<file path="src/sv/scpfc_pkg.sv">
// ----------------------------------------------------------------------------
// scpfc_pkg
// Shared types, constants and tables of the sliding-contact PI force
// controller: configuration record, queued item layout, CORDIC arctangents.
// ----------------------------------------------------------------------------
package scpfc_pkg;

    // Fixed-point formats
    localparam int FRAC_BITS      = 16;
    localparam int TIME_FRAC_BITS = 20;
    localparam int WQ             = 30;
    localparam int CORDIC_STEPS   = 30;
    localparam int SQRT_STEPS     = 31;

    // pi/2 and the 0.04 m lever arm, Q30
    localparam logic signed [32:0] HALF_PI_Q30 = 33'sd1686629713;
    localparam logic signed [32:0] LEVER_Q30   = 33'sd42949673;

    // Configuration register indexes
    localparam logic [2:0] REG_TARGET_ANGLE = 3'd0;
    localparam logic [2:0] REG_TARGET_SPEED = 3'd1;
    localparam logic [2:0] REG_TARGET_FORCE = 3'd2;
    localparam logic [2:0] REG_FORCE_P_GAIN = 3'd3;
    localparam logic [2:0] REG_FORCE_I_GAIN = 3'd4;
    localparam logic [2:0] REG_ANGLE_GAIN   = 3'd5;

    // Configuration record handed to the datapath
    typedef struct packed {
        logic [17:0]        target_angle;
        logic signed [31:0] target_speed;
        logic signed [31:0] target_force;
        logic signed [31:0] force_p_gain;
        logic signed [31:0] force_i_gain;
        logic signed [31:0] angle_gain;
    } cfg_t;

    // Classified item: clamped axis, elapsed ticks, saturated force error
    typedef struct packed {
        logic signed [17:0] c;
        logic signed [47:0] dt;
        logic signed [31:0] fe;
    } item_t;

    // Truncated Q30 arctangent of 2^-i
    function automatic logic [29:0] atan_q30(input logic [4:0] i);
        logic [29:0] r;
        begin
            case (i)
                5'd0:    r = 30'h3243F6A8;
                5'd1:    r = 30'h1DAC6705;
                5'd2:    r = 30'h0FADBAFC;
                5'd3:    r = 30'h07F56EA6;
                5'd4:    r = 30'h03FEAB76;
                5'd5:    r = 30'h01FFD55B;
                5'd6:    r = 30'h00FFFAAA;
                5'd7:    r = 30'h007FFF55;
                5'd8:    r = 30'h003FFFEA;
                5'd9:    r = 30'h001FFFFD;
                5'd10:   r = 30'h000FFFFF;
                5'd11:   r = 30'h0007FFFF;
                5'd12:   r = 30'h0003FFFF;
                5'd13:   r = 30'h0001FFFF;
                5'd14:   r = 30'h0000FFFF;
                5'd15:   r = 30'h00007FFF;
                5'd16:   r = 30'h00003FFF;
                5'd17:   r = 30'h00001FFF;
                5'd18:   r = 30'h00000FFF;
                5'd19:   r = 30'h000007FF;
                5'd20:   r = 30'h000003FF;
                5'd21:   r = 30'h000001FF;
                5'd22:   r = 30'h000000FF;
                5'd23:   r = 30'h0000007F;
                5'd24:   r = 30'h0000003F;
                5'd25:   r = 30'h0000001F;
                5'd26:   r = 30'h0000000F;
                5'd27:   r = 30'h00000008;
                5'd28:   r = 30'h00000004;
                5'd29:   r = 30'h00000002;
                default: r = 30'h00000000;
            endcase
            return r;
        end
    endfunction

    // Saturate a wide signed value to 32 bits
    function automatic logic signed [31:0] sat32(input logic signed [65:0] v);
        logic signed [31:0] r;
        begin
            if (v > 66'sh0_7FFF_FFFF)
                r = 32'sh7FFF_FFFF;
            else if (v < -66'sh0_8000_0000)
                r = -32'sh8000_0000;
            else
                r = v[31:0];
            return r;
        end
    endfunction

endpackage

</file>
<file path="src/sv/scpfc_front.sv">
// ----------------------------------------------------------------------------
// scpfc_front
// Takes samples, clamps the axis, works out elapsed time and force error,
// and pushes the classified item into the queue.
// ----------------------------------------------------------------------------
module scpfc_front
    import scpfc_pkg::*;
(
    input  logic               clk,
    input  logic               rst_n,
    input  logic               in_valid,
    output logic               in_ready,
    input  logic [47:0]        sim_time,
    input  logic signed [17:0] axis_x,
    input  logic signed [31:0] normal_force,
    input  logic signed [31:0] target_force,
    input  logic               q_full,
    output logic               push,
    output item_t              push_item
);

    logic [47:0]        last_time_reg;
    logic               time_seen_reg;
    logic signed [33:0] fe_wide;
    logic [47:0]        dt_raw;
    logic signed [17:0] c_clamp;

    assign in_ready = !q_full;
    assign push     = in_valid && !q_full;

    // Axis clamp to [-1, 1]
    always_comb
    begin
        if (axis_x > 18'sd65536)
            c_clamp = 18'sd65536;
        else if (axis_x < -18'sd65536)
            c_clamp = -18'sd65536;
        else
            c_clamp = axis_x;
    end

    // Elapsed ticks, zero on the first sample, wraps modulo 2^48
    assign dt_raw = time_seen_reg ? (sim_time - last_time_reg) : 48'd0;

    // Force error against the negated target
    assign fe_wide = -34'(target_force) - 34'(normal_force);

    assign push_item = '{c: c_clamp, dt: $signed(dt_raw), fe: sat32(66'(fe_wide))};

    // Time stamp history
    always_ff @(posedge clk or negedge rst_n)
    begin
        if (!rst_n)
        begin
            last_time_reg <= 48'd0;
            time_seen_reg <= 1'b0;
        end
        else if (push)
        begin
            last_time_reg <= sim_time;
            time_seen_reg <= 1'b1;
        end
    end

endmodule

</file>
<file path="config.mk">
export PLATFORM = sky130hd
export DESIGN_NAME = scpfc_front
export DESIGN_NICKNAME = d
export VERILOG_FILES = /design/src/sv/scpfc_pkg.sv /design/src/sv/scpfc_front.sv
export SDC_FILE = /design/constraint.sdc
export NUM_CORES = 1
export LEC_CHECK = 0
export BUFFER_PORTS_ARGS = -buffer_cell sky130_fd_sc_hd__buf_4
export CAP_MARGIN = 20
export CORE_ASPECT_RATIO = 1.1
export CORE_MARGIN = 5
export CORE_UTILIZATION = 49
export CTS_BUF_LIST = sky130_fd_sc_hd__clkbuf_16
export CTS_CLUSTER_DIAMETER = 50
export DETAILED_ROUTE_END_ITERATION = 7
export PLACE_DENSITY_LB_ADDON = 0.3
export SYNTH_ARGS = -nofsm -noshare
export SYNTH_HDL_FRONTEND = slang
export SYNTH_SLANG_ARGS = --single-unit
</file>
<file path="constraint.sdc">
create_clock -name clk -period 2.7 [get_ports clk]
set_input_delay 0.135 -clock clk [delete_from_list [all_inputs] [get_ports clk]]
set_output_delay 0.135 -clock clk [all_outputs]
set_load 0.02 [all_outputs]
</file>
==> results by group <==
Outcome
  • Status: complete, but fails checks
  • Failing checks: setup timing

Final layout
  • Max reg flops: 48
  • Fillers: 699
  • Commonest non-fill, non-tap cells in the layout: buf_4, inv_1, nand2_1, buf_6, ha_1
  • Final net count: 1726
  • Area of the multi-input gates: 7010 µm²
  • Fraction of layout cells with a size suffix above 1: 0.451
  • Synth-to-layout area growth: 71.1%
  • Fin area: 13100 µm²
  • Storage element area: 1230 µm²
  • Antenna diodes: 0
  • Commonest non-fill, non-tap cell in the layout: buf_4

Detailed routing
  • Routed vias: 10500
  • Drt initial violations: 1226
  • Wirelength per Cell: 22.0 µm
  • Vias per cell: 6.26
  • ANT nets after route: 0
  • Routed wire length: 36900 µm
  • Drt drc: 0
  • First drt pass iteration count: 6

Clock network
  • Clock sinks: 49
  • CTS tree: built
  • Reg clk slew, reported paths: 0.08 ns
  • Worst-Skew Late Latency: 0.31 ns
  • H-tree levels: 2
  • TritonCTS buffer count: 5
  • Clock root cell: clkbuf_16
  • Clock Tree Buf Depth: 2

STA
  • Period utilisation layout: 1.36
  • RSZ-0062 raised after global routing: true
  • Final setup viols: 74
  • Final worst path period need: 3.67 ns
  • Setup TNS: -47.41 ns
  • Max Clk Rate: 272 MHz
  • Normalized max-slew margin: 0.529
  • Final hold violation count: 0
  • Max-slew violations: 0
  • Worst slew pin tran: 0.706 ns
  • Max Clock Skew: 0 ns
  • Fin worst setup slack: -0.971 ns

Placed design
  • Hpwl dp: 19800 µm
  • IO buf count: 233
  • Final Wtd Congestion: 0.873
  • Post-DP Area: 11000 µm²

GRT
  • Total global-route track usage: 0.301
  • Total gr overflow: 0
  • Vias in the first global route: 9937
  • Initial antenna violation count: 0
  • Largest net degree at the start of global routing: 50
  • First-pass GRT wire length: 45700 µm

Yosys
  • Distinct cells, synth: 70
  • Synth Area per Inst: 7.21 µm²
  • Yosys reg bits: 49
  • Ys Warns: 0
  • Ys async rst share: 1.00
  • Register area share after synthesis: 0.161
  • Cell Area, Synth: 7630 µm²
  • Synth Instances: 1058
  • Top FF cell, synth: dfrtp_1
  • Post-synth EDFFs: 0
  • Syn_nets: 1305

Power and ir drop
  • Power Dens Cells: 590 nW/µm²
  • Clk pwr share: 0.088
  • Int Pwr: 4.10 mW
  • Worst VDD drop: 540 µV
  • Flop pwr share: 0.112
  • Combinational Power Share: 0.800
  • Static Leak: 6.49 nW
  • Sw frac: 0.468
  • Net Sw Power: 3.61 mW

Setup path
  • Worst Path Class, Setup: reg -> out
  • CP arrival: 3.54 ns
  • Crit path required time: 2.57 ns
  • Crit-path max FO: 3
  • Critical Path End Type: primary output
  • CP Launch Type: flop

Floorplanning
  • Die area: 18200 µm²
  • I/O Pins: 234
  • Num rows: 47
  • Core Area: 15200 µm²
  • Initial core utilization: 0.503
  • Die H: 141 µm
  • Die Wd: 129 µm

Hold path
  • Worst min-delay path category: in -> reg

Run
  • Max-cap viol count: 0
-- Yosys cell counts, types with 5 or more instances --
cell	n	area (µm²)
a211oi_1	11	82.6
a21o_1	40	300
a21oi_1	86	430
a31oi_1	9	56.3
and2_1	52	325
and3_1	8	50.1
and4_1	5	43.8
clkbuf_1	36	135
dfrtp_1	49	1230
ha_1	111	1390
inv_1	137	514
mux2i_1	6	60.1
nand2_1	109	409
nand2b_1	7	43.8
nand3_1	19	95.1
nand4_1	16	100
nor2_1	43	161
nor2b_1	10	62.6
nor3_1	8	40.0
nor4_1	7	43.8
o211ai_1	9	67.6
o21a_1	9	67.6
o21ai_0	116	581
o21bai_1	11	82.6
o31ai_1	7	52.6
or3_1	5	31.3
xnor2_1	36	315
xor2_1	26	228
-- kinds of logic (layout without fill, tap and decap cells) --
logic type | Yosys count | count (layout) | synth area share
compound gates | 336 | 336 | 0.272
mux | 8 | 8 | 0.0108
xor+xnor | 62 | 62 | 0.0711
flops | 49 | 49 | 0.161
simple gates | 309 | 309 | 0.205
fa+ha+maj | 113 | 113 | 0.187
buf+inv | 181 | 603 | 0.0926
-- metal layers --
layer / vias up / GRT usage / wire (µm)
met5: - / 0 / 0
met4: 0 / 0.137 / 2840
met3: 266 / 0.0393 / 3170
met2: 830 / 0.567 / 18300
met1: 4862 / 0.329 / 12600
li1: 4527 / - / -
-- final cells by class --
cell class | instances | area share
Multi-Input combinational cell | 828 | 0.537
Tap cell | 196 | 0.0188
Sequential cell | 49 | 0.0939
Inverter | 137 | 0.0398
Clock buffer | 5 | 0.00958
Clock inverter | 3 | 0.00105
Timing Repair Buffer | 458 | 0.300
-- repair_timing --
item / CTS / global route
hold endpoints to repair: 49 / 0
cloned: 2 / 4
buffers inserted: 22 / 33
gates resized for setup: 218 / 116
hold buffers: 1 / 0
pin swaps: 76 / 68
endpoints found under the setup margin: 71 / 74
-- worst paths after layout --
check	slack [ns]	from	cells after the start	end
min	0.04	sim_time[34]	3	last_time_reg[34]
min reg2reg	0.53	last_time_reg[0]	1	last_time_reg[0]
max in group asynchronous	1.84	rst_n	2	last_time_reg[46]
max	-0.97	last_time_reg[0]	13	push_item[76]
min in group asynchronous	0.40	rst_n	2	last_time_reg[9]
max reg2reg	1.28	time_seen_reg	2	time_seen_reg
-- worst max-delay path, stage by stage (launching register included) --
cell and delay, ns:
dfrtp_1 0.36, ha_2 0.21, inv_2 0.05, fa_2 0.35, a211oi_2 0.32, nor2_2 0.10, o31ai_4 0.30, a2111oi_2 0.12
or3_4 0.41, a31o_4 0.27, a21boi_4 0.18, o41ai_2 0.11, mux2i_2 0.26, buf_4 0.19
-- per-stage QoR --
stage / worst slack [ns] / power [mW] / hold WS [ns] / cells / util
floorplan: -0.243 / 3.49 / -0.161 / 1058 / -
finish: -0.971 / 7.71 / 0.0378 / 1676 / 0.861
detailed placement: -0.762 / 5.30 / 0.208 / 1616 / 0.723
global route: -1.00 / 8.01 / 0.0558 / 1676 / 0.861
CTS: -0.622 / 6.70 / 0.0427 / 1646 / 0.808
global placement: -0.620 / 5.22 / 0.203 / 1616 / 0.723
-- power groups by stage --
stage,logic [mW],registers (mW),clock network [mW]
after floorplan,2.63,0.858,0
after global placement,4.36,0.861,0
after detailed placement,4.43,0.865,0
after CTS,5.19,0.853,0.664
after global routing,6.45,0.870,0.696
final,6.17,0.861,0.679
Power figures use the tool's default switching activity.
