File: src/sv/scpfc_pkg.sv
// ----------------------------------------------------------------------------
// scpfc_pkg
// Shared types, constants and tables of the sliding-contact PI force
// controller: configuration record, queued item layout, CORDIC arctangents.
// ----------------------------------------------------------------------------
package scpfc_pkg;

    // Fixed-point formats
    localparam int FRAC_BITS      = 16;
    localparam int TIME_FRAC_BITS = 20;
    localparam int WQ             = 30;
    localparam int CORDIC_STEPS   = 30;
    localparam int SQRT_STEPS     = 31;

    // pi/2 and the 0.04 m lever arm, Q30
    localparam logic signed [32:0] HALF_PI_Q30 = 33'sd1686629713;
    localparam logic signed [32:0] LEVER_Q30   = 33'sd42949673;

    // Configuration register indexes
    localparam logic [2:0] REG_TARGET_ANGLE = 3'd0;
    localparam logic [2:0] REG_TARGET_SPEED = 3'd1;
    localparam logic [2:0] REG_TARGET_FORCE = 3'd2;
    localparam logic [2:0] REG_FORCE_P_GAIN = 3'd3;
    localparam logic [2:0] REG_FORCE_I_GAIN = 3'd4;
    localparam logic [2:0] REG_ANGLE_GAIN   = 3'd5;

    // Configuration record handed to the datapath
    typedef struct packed {
        logic [17:0]        target_angle;
        logic signed [31:0] target_speed;
        logic signed [31:0] target_force;
        logic signed [31:0] force_p_gain;
        logic signed [31:0] force_i_gain;
        logic signed [31:0] angle_gain;
    } cfg_t;

    // Classified item: clamped axis, elapsed ticks, saturated force error
    typedef struct packed {
        logic signed [17:0] c;
        logic signed [47:0] dt;
        logic signed [31:0] fe;
    } item_t;

    // Truncated Q30 arctangent of 2^-i
    function automatic logic [29:0] atan_q30(input logic [4:0] i);
        logic [29:0] r;
        begin
            case (i)
                5'd0:    r = 30'h3243F6A8;
                5'd1:    r = 30'h1DAC6705;
                5'd2:    r = 30'h0FADBAFC;
                5'd3:    r = 30'h07F56EA6;
                5'd4:    r = 30'h03FEAB76;
                5'd5:    r = 30'h01FFD55B;
                5'd6:    r = 30'h00FFFAAA;
                5'd7:    r = 30'h007FFF55;
                5'd8:    r = 30'h003FFFEA;
                5'd9:    r = 30'h001FFFFD;
                5'd10:   r = 30'h000FFFFF;
                5'd11:   r = 30'h0007FFFF;
                5'd12:   r = 30'h0003FFFF;
                5'd13:   r = 30'h0001FFFF;
                5'd14:   r = 30'h0000FFFF;
                5'd15:   r = 30'h00007FFF;
                5'd16:   r = 30'h00003FFF;
                5'd17:   r = 30'h00001FFF;
                5'd18:   r = 30'h00000FFF;
                5'd19:   r = 30'h000007FF;
                5'd20:   r = 30'h000003FF;
                5'd21:   r = 30'h000001FF;
                5'd22:   r = 30'h000000FF;
                5'd23:   r = 30'h0000007F;
                5'd24:   r = 30'h0000003F;
                5'd25:   r = 30'h0000001F;
                5'd26:   r = 30'h0000000F;
                5'd27:   r = 30'h00000008;
                5'd28:   r = 30'h00000004;
                5'd29:   r = 30'h00000002;
                default: r = 30'h00000000;
            endcase
            return r;
        end
    endfunction

    // Saturate a wide signed value to 32 bits
    function automatic logic signed [31:0] sat32(input logic signed [65:0] v);
        logic signed [31:0] r;
        begin
            if (v > 66'sh0_7FFF_FFFF)
                r = 32'sh7FFF_FFFF;
            else if (v < -66'sh0_8000_0000)
                r = -32'sh8000_0000;
            else
                r = v[31:0];
            return r;
        end
    endfunction

endpackage

File: src/sv/scpfc_queue.sv
// ----------------------------------------------------------------------------
// scpfc_queue
// Two-entry item queue between the front end and the datapath.
// ----------------------------------------------------------------------------
module scpfc_queue
    import scpfc_pkg::*;
(
    input  logic  clk,
    input  logic  rst_n,
    input  logic  push,
    input  item_t push_item,
    output logic  full,
    input  logic  pop,
    output logic  not_empty,
    output item_t head_item
);

    item_t      mem [2];
    logic       wr_ptr_reg;
    logic       rd_ptr_reg;
    logic [1:0] count_reg;

    assign full      = (count_reg == 2'd2);
    assign not_empty = (count_reg != 2'd0);
    assign head_item = mem[rd_ptr_reg];

    // Storage
    always_ff @(posedge clk)
    begin
        if (push)
            mem[wr_ptr_reg] <= push_item;
    end

    // Pointers and fill count
    always_ff @(posedge clk or negedge rst_n)
    begin
        if (!rst_n)
        begin
            wr_ptr_reg <= 1'b0;
            rd_ptr_reg <= 1'b0;
            count_reg  <= 2'd0;
        end
        else
        begin
            if (push)
                wr_ptr_reg <= ~wr_ptr_reg;
            if (pop)
                rd_ptr_reg <= ~rd_ptr_reg;
            if (push && !pop)
                count_reg <= count_reg + 2'd1;
            else if (pop && !push)
                count_reg <= count_reg - 2'd1;
        end
    end

endmodule

File: config.mk
export PLATFORM = sky130hd
export DESIGN_NAME = scpfc_queue
export DESIGN_NICKNAME = d
export VERILOG_FILES = /design/src/sv/scpfc_pkg.sv /design/src/sv/scpfc_queue.sv
export SDC_FILE = /design/constraint.sdc
export NUM_CORES = 1
export LEC_CHECK = 0
export BUFFER_PORTS_ARGS = -buffer_cell sky130_fd_sc_hd__buf_2
export CORE_ASPECT_RATIO = 0.7
export CORE_MARGIN = 3
export CORE_UTILIZATION = 35
export CTS_BUF_LIST = sky130_fd_sc_hd__clkbuf_4 sky130_fd_sc_hd__clkbuf_8
export DETAILED_ROUTE_END_ITERATION = 12
export PLACE_DENSITY = 0.6
export SLEW_MARGIN = 0
export SYNTH_ARGS = -nofsm -noshare
export SYNTH_HDL_FRONTEND = slang
export SYNTH_SLANG_ARGS = --single-unit
File: constraint.sdc
create_clock -name clk -period 14.2 [get_ports clk]
set_input_delay 2.84 -clock clk [delete_from_list [all_inputs] [get_ports clk]]
set_output_delay 2.84 -clock clk [all_outputs]
set_load 0.01 [all_outputs]
==> results of run 1 <==
Yosys cell counts, drive strengths merged:
cell | number | area (um2)
edfxtp | 196 | 5890
mux2 | 98 | 1140
buf | 11 | 73.8
dfrtp | 4 | 100
xor2 | 4 | 35.0
nor2b | 2 | 12.5
and2 | 1 | 6.26
ha | 1 | 12.5
inv | 1 | 3.75
nor2 | 1 | 3.75
or2 | 1 | 6.26
xnor2 | 1 | 8.76
where the power goes:
part | internal, mW | switching [mW] | leakage, nW | total, mW
Sequential | 0.783 | 0.0540 | 1.89 | 0.837
Combinational | 0.233 | 0.249 | 1.29 | 0.482
Clock | 0.125 | 0.200 | 0.171 | 0.325
Total | 1.14 | 0.503 | 3.35 | 1.64
cells by family (layout without fill, tap and decap cells):
family | Yosys count | in the layout | synth area share, %
flip-flops | 200 | 200 | 82.1
multiplexers | 98 | 98 | 15.7
buffers and inverters | 12 | 237 | 1.06
XOR/XNOR | 5 | 5 | 0.601
AND/OR/NAND/NOR | 5 | 5 | 0.395
adder cells (fa/ha/maj) | 1 | 1 | 0.172
other | 0 | 2 | 0
worst paths after layout:
| kind | from | endpoint | slack [ps] | cells after the start |
|---|---|---|---|---|
| hold / removal | count_reg[1] | count_reg[1] | 510 | 1 |
| setup / recovery | rd_ptr_reg | head_item[18] | 8740 | 3 |
| hold reg to reg | count_reg[1] | count_reg[1] | 510 | 1 |
| max in group asynchronous | rst_n | rd_ptr_reg | 11890 | 1 |
| min in group asynchronous | rst_n | rd_ptr_reg | 2180 | 1 |
| setup reg to reg | wr_ptr_reg | mem[1][14] | 12060 | 2 |
worst register-to-register path: stages, from the launching register on:
cell	delay [ps]
dfrtp_1	440
and2_4	620
buf_4	680
metrics by stage:
stage	instances	cell area (um2)	utilization, %
3_5_place_dp	785	8600	42.8
5_1_grt	818	8960	44.5
6_report	818	8960	44.5
2_1_floorplan	321	7290	-
3_3_place_gp	785	8600	42.8
4_1_cts	816	8960	44.5
metal layers:
| metal | part of all wire (%) | vias up |
|---|---|---|
| met3 | 13 | 18 |
| li1 | - | 1694 |
| met4 | 0.84 | 8 |
| met1 | 42 | 1804 |
| met5 | 0.35 | - |
| met2 | 44 | 147 |
cells in the final DEF (no fill, tap or decap), drive strengths merged:
| master | n |
|---|---|
| inv | 5 |
| nor2 | 1 |
| clkinv | 6 |
| xor2 | 4 |
| nor2b | 2 |
| clkinvlp | 4 |
| ha | 1 |
| mux2 | 98 |
| edfxtp | 196 |
| dfrtp | 4 |
| and2 | 1 |
| buf | 205 |
| clkbuf | 17 |
| diode | 2 |
| xnor2 | 1 |
| or2 | 1 |
cell type report:
type                       instances  area share (%)
inverter                           1          0.0419
antenna                            2          0.0558
tap                              270            3.77
clock buffer                      17            2.61
clock inverter                    14            1.34
timing repair buffer             205            11.6
sequential                       200            66.8
multi-input combinational        109            13.8
==> qor.csv, run 1 <==
stage,metric,value,unit
sta,post-route setup slack,8740,ps
place,Place WS,9160,ps
clocking,total CTS buffers,17,
sta,setup violators final,0,
final_layout,Register Area,5990,um2
clocking,Hold Buf Count CTS,0,
clocking,Post-CTS Resized,0,
sta,Final Hold Fails,0,
sta,Setup Skew,7.62,ps
grt,GR Util met1,14.8,%
pwr,Pleak,3.35,nW
final_layout,share of layout cells above drive strength 1,61.9,%
floorplanning,Initial Utilization,36.2,%
floorplanning,# IOs,202,
worst_setup_path,Worst Setup Path Type,flip-flop to primary output,
sta,Slew @ Worst Pin,720,ps
worst_setup_path,critical path required time,11360,ps
clocking,root buf cell,clkbuf_8,
grt,GR Layer Usage met2,18.2,%
synthesis,"Avg Cell Area, Syn",22.7,um2
pwr,VDD IR max,80.1,uV
clocking,CTS tree,built,
grt,GRT Total Usage,12.1,%
floorplanning,die area,22600,um2
worst_setup_path,slowest CP cell,dfrtp_4,
synthesis,synth unique cells,14,
run,max cap viols,0,
place,hpwl dp,9310,um
final_layout,area added between synthesis and finish,22.9,%
grt,busiest grt layer,met2,
worst_setup_path,maximum fanout along the worst path,51,
place,RD Place Congestion,0.697,
final_layout,Largest register FFs,196,
routing,drt pass-1 iters,4,
grt,largest net degree at the start of global routing,52,
status,outcome,"complete, no violations",
pwr,"Power, Total",1.64,mW
routing,WL per Instance,16.8,um
sta,unrepaired setup endpoints after global routing,false,
sta,Rel. slew slack,52.0,%
grt,initial antenna violation count,6,
worst_setup_path,WP buf/inv,2,
grt,first-pass GRT wire length,20900,um
floorplanning,die width,178,um
grt,vias in the first global route,3925,
synthesis,synthesis warning total,0,
routing,1st-iter DRT viols,190,
worst_setup_path,Crit path arrival time,2620,ps
sta,Hold Slack,510,ps
hold_path,Hold Path Class,flip-flop to flip-flop,
synthesis,Synth Instances,321,
synthesis,Post-Syn Nets,424,
pwr,Power per Cell Area,183,nW/um2
worst_setup_path,CP Capture Type,primary output,
clocking,H-tree depth,4,
floorplanning,chip height,127,um
clocking,Worst-Skew Late Latency,450,ps
place,port buffer count,201,
clocking,CTS Sinks,200,
routing,Via density,4.49,
worst_setup_path,CP Cell Sequence,"buf_4, mux2_2, buf_2",
floorplanning,Site Rows,43,
final_layout,fillers,1791,
sta,fin crit period,5460,ps
worst_setup_path,startpoint class of the critical path,flip-flop,
clocking,clk slew on worst S/H paths,90,ps
routing,via count,3671,
worst_setup_path,CP peak stage delay,870,ps
sta,highest clock rate,183,MHz
synthesis,#FFs+latches synth,200,
clocking,clock buffer depth,2,
worst_setup_path,"CP delay by family, top",flip-flops,
floorplanning,core outline area,20100,um2
grt,GRT Residual Overflow,0,
clocking,postcts setup bufs,0,
synthesis,Syn Std Cell Area,7290,um2
routing,final WL,13800,um
grt,grt met3 use,6.91,%
synthesis,sequential share of the synthesized area,82.1,%
sta,fin crit share,38.5,%
final_layout,Nets,637,
sta,final setup TNS,0,ps
final_layout,footprint of the multi-input gates,1240,um2
routing,Residual DRC,0,
routing,Final ANT Viol Nets,0,
sta,Pins Over Slew Limit,0,
No activity file was read; power rests on OpenSTA's default activity.
==> run 2: changes to the inputs <==
- PLACE_DENSITY: 0.6 -> 0.62
- clock period: 14.2 -> 4.8 ns (I/O delays scaled with it)
==> qor.csv, run 2 (synthesized netlist as in run 1, its figures left out) <==
stage,metric,value,unit,change
sta,unrepaired setup endpoints after global routing,false,,unchanged
clocking,CTS tree,built,,unchanged
clocking,H-tree depth,4,,unchanged
routing,Via density,4.47,,was 4.49
grt,first-pass GRT wire length,20600,um,was 20900 um
worst_setup_path,maximum fanout along the worst path,36,,was 51
pwr,Power per Cell Area,553,nW/um2,was 183 nW/um2
grt,vias in the first global route,3822,,was 3925
grt,grt met3 use,5.15,%,was 6.91%
floorplanning,core outline area,20100,um2,unchanged
clocking,CTS Sinks,200,,unchanged
final_layout,Nets,638,,was 637
worst_setup_path,"CP delay by family, top",flip-flops,,unchanged
final_layout,area added between synthesis and finish,23.9,%,was 22.9%
status,outcome,"complete, no violations",,unchanged
clocking,total CTS buffers,17,,unchanged
worst_setup_path,slowest CP cell,dfrtp_4,,unchanged
run,max cap viols,0,,unchanged
worst_setup_path,CP Capture Type,primary output,,unchanged
floorplanning,Initial Utilization,36.2,%,unchanged
grt,busiest grt layer,met2,,unchanged
clocking,Hold Buf Count CTS,0,,unchanged
pwr,Flop pwr share,49.1,%,was 50.9%
sta,fin crit share,68.1,%,
routing,WL per Instance,16.7,um,was 16.8 um
worst_setup_path,Reg2Reg Depth,2,,unchanged
floorplanning,# IOs,202,,unchanged
worst_setup_path,critical path required time,3840,ps,was 11360 ps
worst_setup_path,Worst Setup Path Type,flip-flop to primary output,,unchanged
pwr,VDD IR max,495,uV,was 80.1 uV
final_layout,"commonest non-fill, non-tap cell in the layout",buf_2,,unchanged
worst_setup_path,WP buf/inv,2,,unchanged
clocking,postcts setup bufs,0,,unchanged
floorplanning,die area,22600,um2,unchanged
worst_setup_path,RR Startpoint,wr_ptr_reg,,unchanged
place,port buffer count,201,,unchanged
worst_setup_path,R2R setup slack,2660,ps,was 12060 ps
final_layout,share of layout cells above drive strength 1,62.0,%,was 61.9%
floorplanning,Site Rows,43,,unchanged
worst_setup_path,Crit path arrival time,2310,ps,was 2620 ps
worst_setup_path,CP startpoint,rd_ptr_reg,,unchanged
sta,Pins Over Slew Limit,0,,unchanged
final_layout,fillers,1762,,was 1791
floorplanning,chip height,127,um,unchanged
pwr,Cell Int Power,3.50,mW,was 1.14 mW
place,RD Place Congestion,0.737,,was 0.697
pwr,Psw,1.50,mW,was 0.503 mW
grt,largest net degree at the start of global routing,76,,was 52
final_layout,most frequent cells in the layout,"buf_2, edfxtp_1, mux2_2, clkbuf_8, mux2_4",,unchanged
sta,Rel. slew slack,28.7,%,was 52.0%
worst_setup_path,worst r2r dst,mem[1][15],,was mem[1][14]
routing,Final ANT Viol Nets,0,,unchanged
hold_path,Hold Path Class,primary input to asynchronous set/reset pin,,was flip-flop to flip-flop
worst_setup_path,CP Cell Sequence,"buf_4, mux2_2, buf_2",,unchanged
pwr,combinational share of power,29.0,%,was 29.3%
grt,GRT Residual Overflow,0,,unchanged
routing,1st-iter DRT viols,285,,was 190
worst_setup_path,startpoint class of the critical path,flip-flop,,unchanged
grt,GRT Total Usage,11.9,%,was 12.1%
grt,initial antenna violation count,2,,was 6
sta,highest clock rate,306,MHz,
clocking,clk slew on worst S/H paths,110,ps,was 90 ps
clocking,root buf cell,clkbuf_8,,unchanged
routing,drt pass-1 iters,4,,unchanged
pwr,"Power, Total",4.99,mW,was 1.64 mW
clocking,Worst-Skew Late Latency,440,ps,was 450 ps
sta,Final Hold Fails,0,,unchanged
place,hpwl dp,9160,um,was 9310 um
clocking,clock buffer depth,2,,unchanged
grt,GR Layer Usage met2,18.1,%,was 18.2%
worst_setup_path,CP peak stage delay,730,ps,was 870 ps
routing,final WL,13600,um,was 13800 um
routing,Residual DRC,0,,unchanged
pwr,Pleak,3.39,nW,was 3.35 nW
routing,via count,3659,,was 3671
sta,Setup Skew,8.08,ps,was 7.62 ps
sta,Hold Slack,289,ps,was 510 ps
final_layout,antenna fix cells,0,,was 2
floorplanning,die width,178,um,unchanged
sta,fin crit period,3270,ps,
pwr,Net Sw Frac,30.0,%,was 30.6%
sta,Slew @ Worst Pin,1070,ps,was 720 ps
clocking,Post-CTS Resized,0,,unchanged
sta,setup violators final,0,,unchanged
pwr,clock power share,22.0,%,was 19.8%
final_layout,Largest register FFs,196,,unchanged
grt,GR Util met1,15.7,%,was 14.8%
sta,final setup TNS,0,ps,unchanged
[run 2: cell types whose count changed in the layout (fill, tap and decap cells not counted)]
cell and change:
inv_8 -2, clkinvlp_4 -2, diode_2 -2, clkinv_2 -1, inv_6 +4, clkinv_8 +2, buf_4 +1, bufinv_16 +2
clkinv_4 -2
[run 2: how the worst max path moves through the flow]
stage                    endpoint  cells after the start
finish              head_item[25]                      3
global route        head_item[23]                      3
CTS                 head_item[95]                      3
detailed placement     mem[1][13]                      3
global placement       mem[1][57]                      3
floorplan               mem[0][0]                      1
[run 2: cell type report]
cell class	count	area (um2)	share of cell area [%]
timing repair buffer	206	1040	11.6
multi-input combinational	109	1240	13.7
clock buffer	17	234	2.59
clock inverter	15	188	2.08
sequential	200	5990	66.3
inverter	1	3.75	0.0416
tap	270	338	3.74
[run 2: per-stage QoR]
step | std cells | setup slack, ps | utilization, % | cell area (um2)
after global placement | 786 | 2020 | 42.8 | 8610
after global routing | 818 | 1360 | 44.9 | 9030
after detailed placement | 786 | 1930 | 42.8 | 8610
after CTS | 818 | 1450 | 44.9 | 9030
after floorplan | 321 | 845 | - | 7290
final | 818 | 1530 | 44.9 | 9030
[run 2: worst reg2reg max path, cell delays in order, from the launching register on]
cell and delay [ps]:
dfrtp_1 440, and2_4 890, buf_4 490
[run 2: power by group through the flow]
stage / registers (mW) / clock network [mW] / logic (mW)
floorplan: 2.44 / 0 / 0.999
global placement: 2.49 / 0 / 1.47
detailed placement: 2.50 / 0 / 1.48
CTS: 2.46 / 1.14 / 1.49
global route: 2.49 / 1.21 / 1.57
finish: 2.45 / 1.10 / 1.45
[run 2: per-layer routing]
metal | wire length (um) | vias to the layer above | part of all wire (%)
li1 | - | 1694 | -
met1 | 5970 | 1807 | 44
met2 | 6230 | 139 | 46
met3 | 1280 | 15 | 9.4
met4 | 132 | 4 | 0.97
met5 | 14 | - | 0.10
==> run 3: changes to the inputs <==
- clock period: 4.8 -> 2.86 ns (I/O delays scaled with it)
==> qor.csv, run 3 (synthesized netlist as in run 1, its figures left out) <==
stage,metric,value,unit,change
clocking,H-tree depth,4,,unchanged
routing,Final ANT Viol Nets,0,,unchanged
place,RD Place Congestion,0.712,,was 0.737
worst_setup_path,CP Cell Sequence,"buf_12, mux2_2, buf_2",,"was buf_4, mux2_2, buf_2"
floorplanning,# IOs,202,,unchanged
pwr,Power per Cell Area,928,nW/um2,was 553 nW/um2
worst_setup_path,Worst Setup Path Type,flip-flop to primary output,,unchanged
final_layout,Register Area,5990,um2,unchanged
floorplanning,Site Rows,43,,unchanged
worst_setup_path,slowest CP cell,buf_12,,was dfrtp_4
final_layout,Nets,639,,was 638
sta,Hold Slack,302,ps,was 289 ps
worst_setup_path,Reg2Reg Depth,2,,unchanged
final_layout,antenna fix cells,0,,unchanged
clocking,postcts setup bufs,0,,unchanged
routing,drt pass-1 iters,4,,unchanged
sta,Slew @ Worst Pin,591,ps,was 1070 ps
grt,GRT Residual Overflow,0,,unchanged
final_layout,area added between synthesis and finish,24.4,%,was 23.9%
routing,Max Used Layer,met5,,unchanged
final_layout,most frequent cells in the layout,"buf_2, edfxtp_1, mux2_2, clkbuf_8, mux2_4",,unchanged
hold_path,Hold Path Class,primary input to flip-flop,,was primary input to asynchronous set/reset pin
worst_setup_path,CP peak stage delay,450,ps,was 730 ps
sta,final setup TNS,0,ps,unchanged
clocking,clk slew on worst S/H paths,100,ps,was 110 ps
routing,final WL,14100,um,was 13600 um
status,outcome,"complete, no violations",,unchanged
worst_setup_path,maximum fanout along the worst path,99,,was 36
sta,highest clock rate,394,MHz,
grt,initial antenna violation count,1,,was 2
sta,fin crit period,2540,ps,
place,DP Area,8650,um2,was 8610 um2
final_layout,share of layout cells above drive strength 1,61.6,%,was 62.0%
place,hpwl dp,9160,um,about the same
clocking,CTS tree,built,,unchanged
sta,fin crit share,88.7,%,
run,max cap viols,0,,unchanged
clocking,CTS Sinks,200,,unchanged
sta,setup violators final,0,,unchanged
final_layout,"commonest non-fill, non-tap cell in the layout",buf_2,,unchanged
routing,WL per Instance,17.2,um,was 16.7 um
routing,Residual DRC,0,,unchanged
worst_setup_path,startpoint class of the critical path,flip-flop,,unchanged
routing,1st-iter DRT viols,154,,was 285
worst_setup_path,critical path required time,2290,ps,was 3840 ps
routing,via count,3720,,was 3659
final_layout,final instance area,9070,um2,was 9030 um2
hold_path,hold path depth,1,,
clocking,root buf cell,clkbuf_8,,unchanged
final_layout,fillers,1749,,was 1762
routing,wire length on met2,6690,um,was 6230 um
routing,Via density,4.54,,was 4.47
grt,first-pass GRT wire length,21100,um,was 20600 um
routing,Routed met3 length,1180,um,was 1280 um
place,port buffer count,201,,unchanged
floorplanning,die area,22600,um2,unchanged
worst_setup_path,Crit path arrival time,1960,ps,was 2310 ps
clocking,total CTS buffers,17,,unchanged
sta,unrepaired setup endpoints after global routing,false,,unchanged
floorplanning,Initial Utilization,36.2,%,unchanged
clocking,Worst-Skew Late Latency,450,ps,was 440 ps
clocking,Post-CTS Resized,0,,unchanged
floorplanning,chip height,127,um,unchanged
floorplanning,die width,178,um,unchanged
final_layout,footprint of the multi-input gates,1240,um2,unchanged
sta,Final Hold Fails,0,,unchanged
worst_setup_path,CP Capture Type,primary output,,unchanged
routing,routed length on met1,6030,um,was 5970 um
grt,vias in the first global route,3934,,was 3822
pwr,VDD IR max,376,uV,was 495 uV
grt,GRT Total Usage,12.3,%,was 11.9%
sta,Pins Over Slew Limit,0,,unchanged
final_layout,Largest register FFs,196,,unchanged
pwr,Pleak,3.40,nW,was 3.39 nW
sta,Setup Skew,13.3,ps,was 8.08 ps
clocking,clock buffer depth,2,,unchanged
grt,largest net degree at the start of global routing,100,,was 76
floorplanning,core outline area,20100,um2,unchanged
sta,Rel. slew slack,60.6,%,was 28.7%
run 3: cell count changes in the layout (fill, tap and decap cells not counted), sizes merged:
cell | before | now
clkbuf | 17 | 18
dlygate4sd3 | 0 | 1
inv | 7 | 5
clkinvlp | 2 | 1
clkinv | 5 | 7
run 3: what timing repair did:
item | in CTS | in global routing
endpoints found under the hold margin | 4 | 0
hold buffers | 1 | 0
setup endpoints to repair | 0 | 0
run 3: worst paths after layout:
| check | start | end | slack, ps |
|---|---|---|---|
| min in group asynchronous | rst_n | count_reg[1] | 450 |
| setup reg to reg | wr_ptr_reg | mem[0][90] | 1430 |
| max in group asynchronous | rst_n | rd_ptr_reg | 2280 |
| hold / removal | push_item[61] | mem[0][61] | 300 |
| setup / recovery | rd_ptr_reg | head_item[3] | 320 |
| hold reg to reg | count_reg[1] | count_reg[1] | 510 |
run 3: report_power, final:
part | switching [mW] | total [mW] | internal (mW)
clock | 0.996 | 1.81 | 0.811
combinational | 1.38 | 2.59 | 1.20
sequential | 0.135 | 4.02 | 3.88
run 3: metrics by stage:
stage	worst slack (ps)	std cells	total power, mW	util [%]
6_report	325	819	8.41	45.1
5_1_grt	221	819	8.89	45.1
4_1_cts	277	819	8.58	45.1
3_5_place_dp	806	786	6.74	43.0
3_3_place_gp	821	786	6.68	43.0
2_1_floorplan	379	321	5.74	-
run 3: metal layers:
| metal | up-vias | GRT usage, % |
|---|---|---|
| met5 | - | 0 |
| met2 | 138 | 20.0 |
| li1 | 1694 | - |
| met4 | 2 | 3.43 |
| met1 | 1874 | 15.5 |
| met3 | 12 | 4.70 |
run 3: worst max-delay path: cells and delay by family (launching register included):
kind     cells  cell delay [ps]
flops        1              430
buf+inv      2              590
mux          1              410
run 3: final cells by class:
class | count | share of cell area (%)
clock buffer | 18 | 2.66
clock inverter | 14 | 1.84
inverter | 1 | 0.0414
multi-input combinational | 109 | 13.6
sequential | 200 | 66.1
tap | 270 | 3.73
timing repair buffer | 207 | 12.0
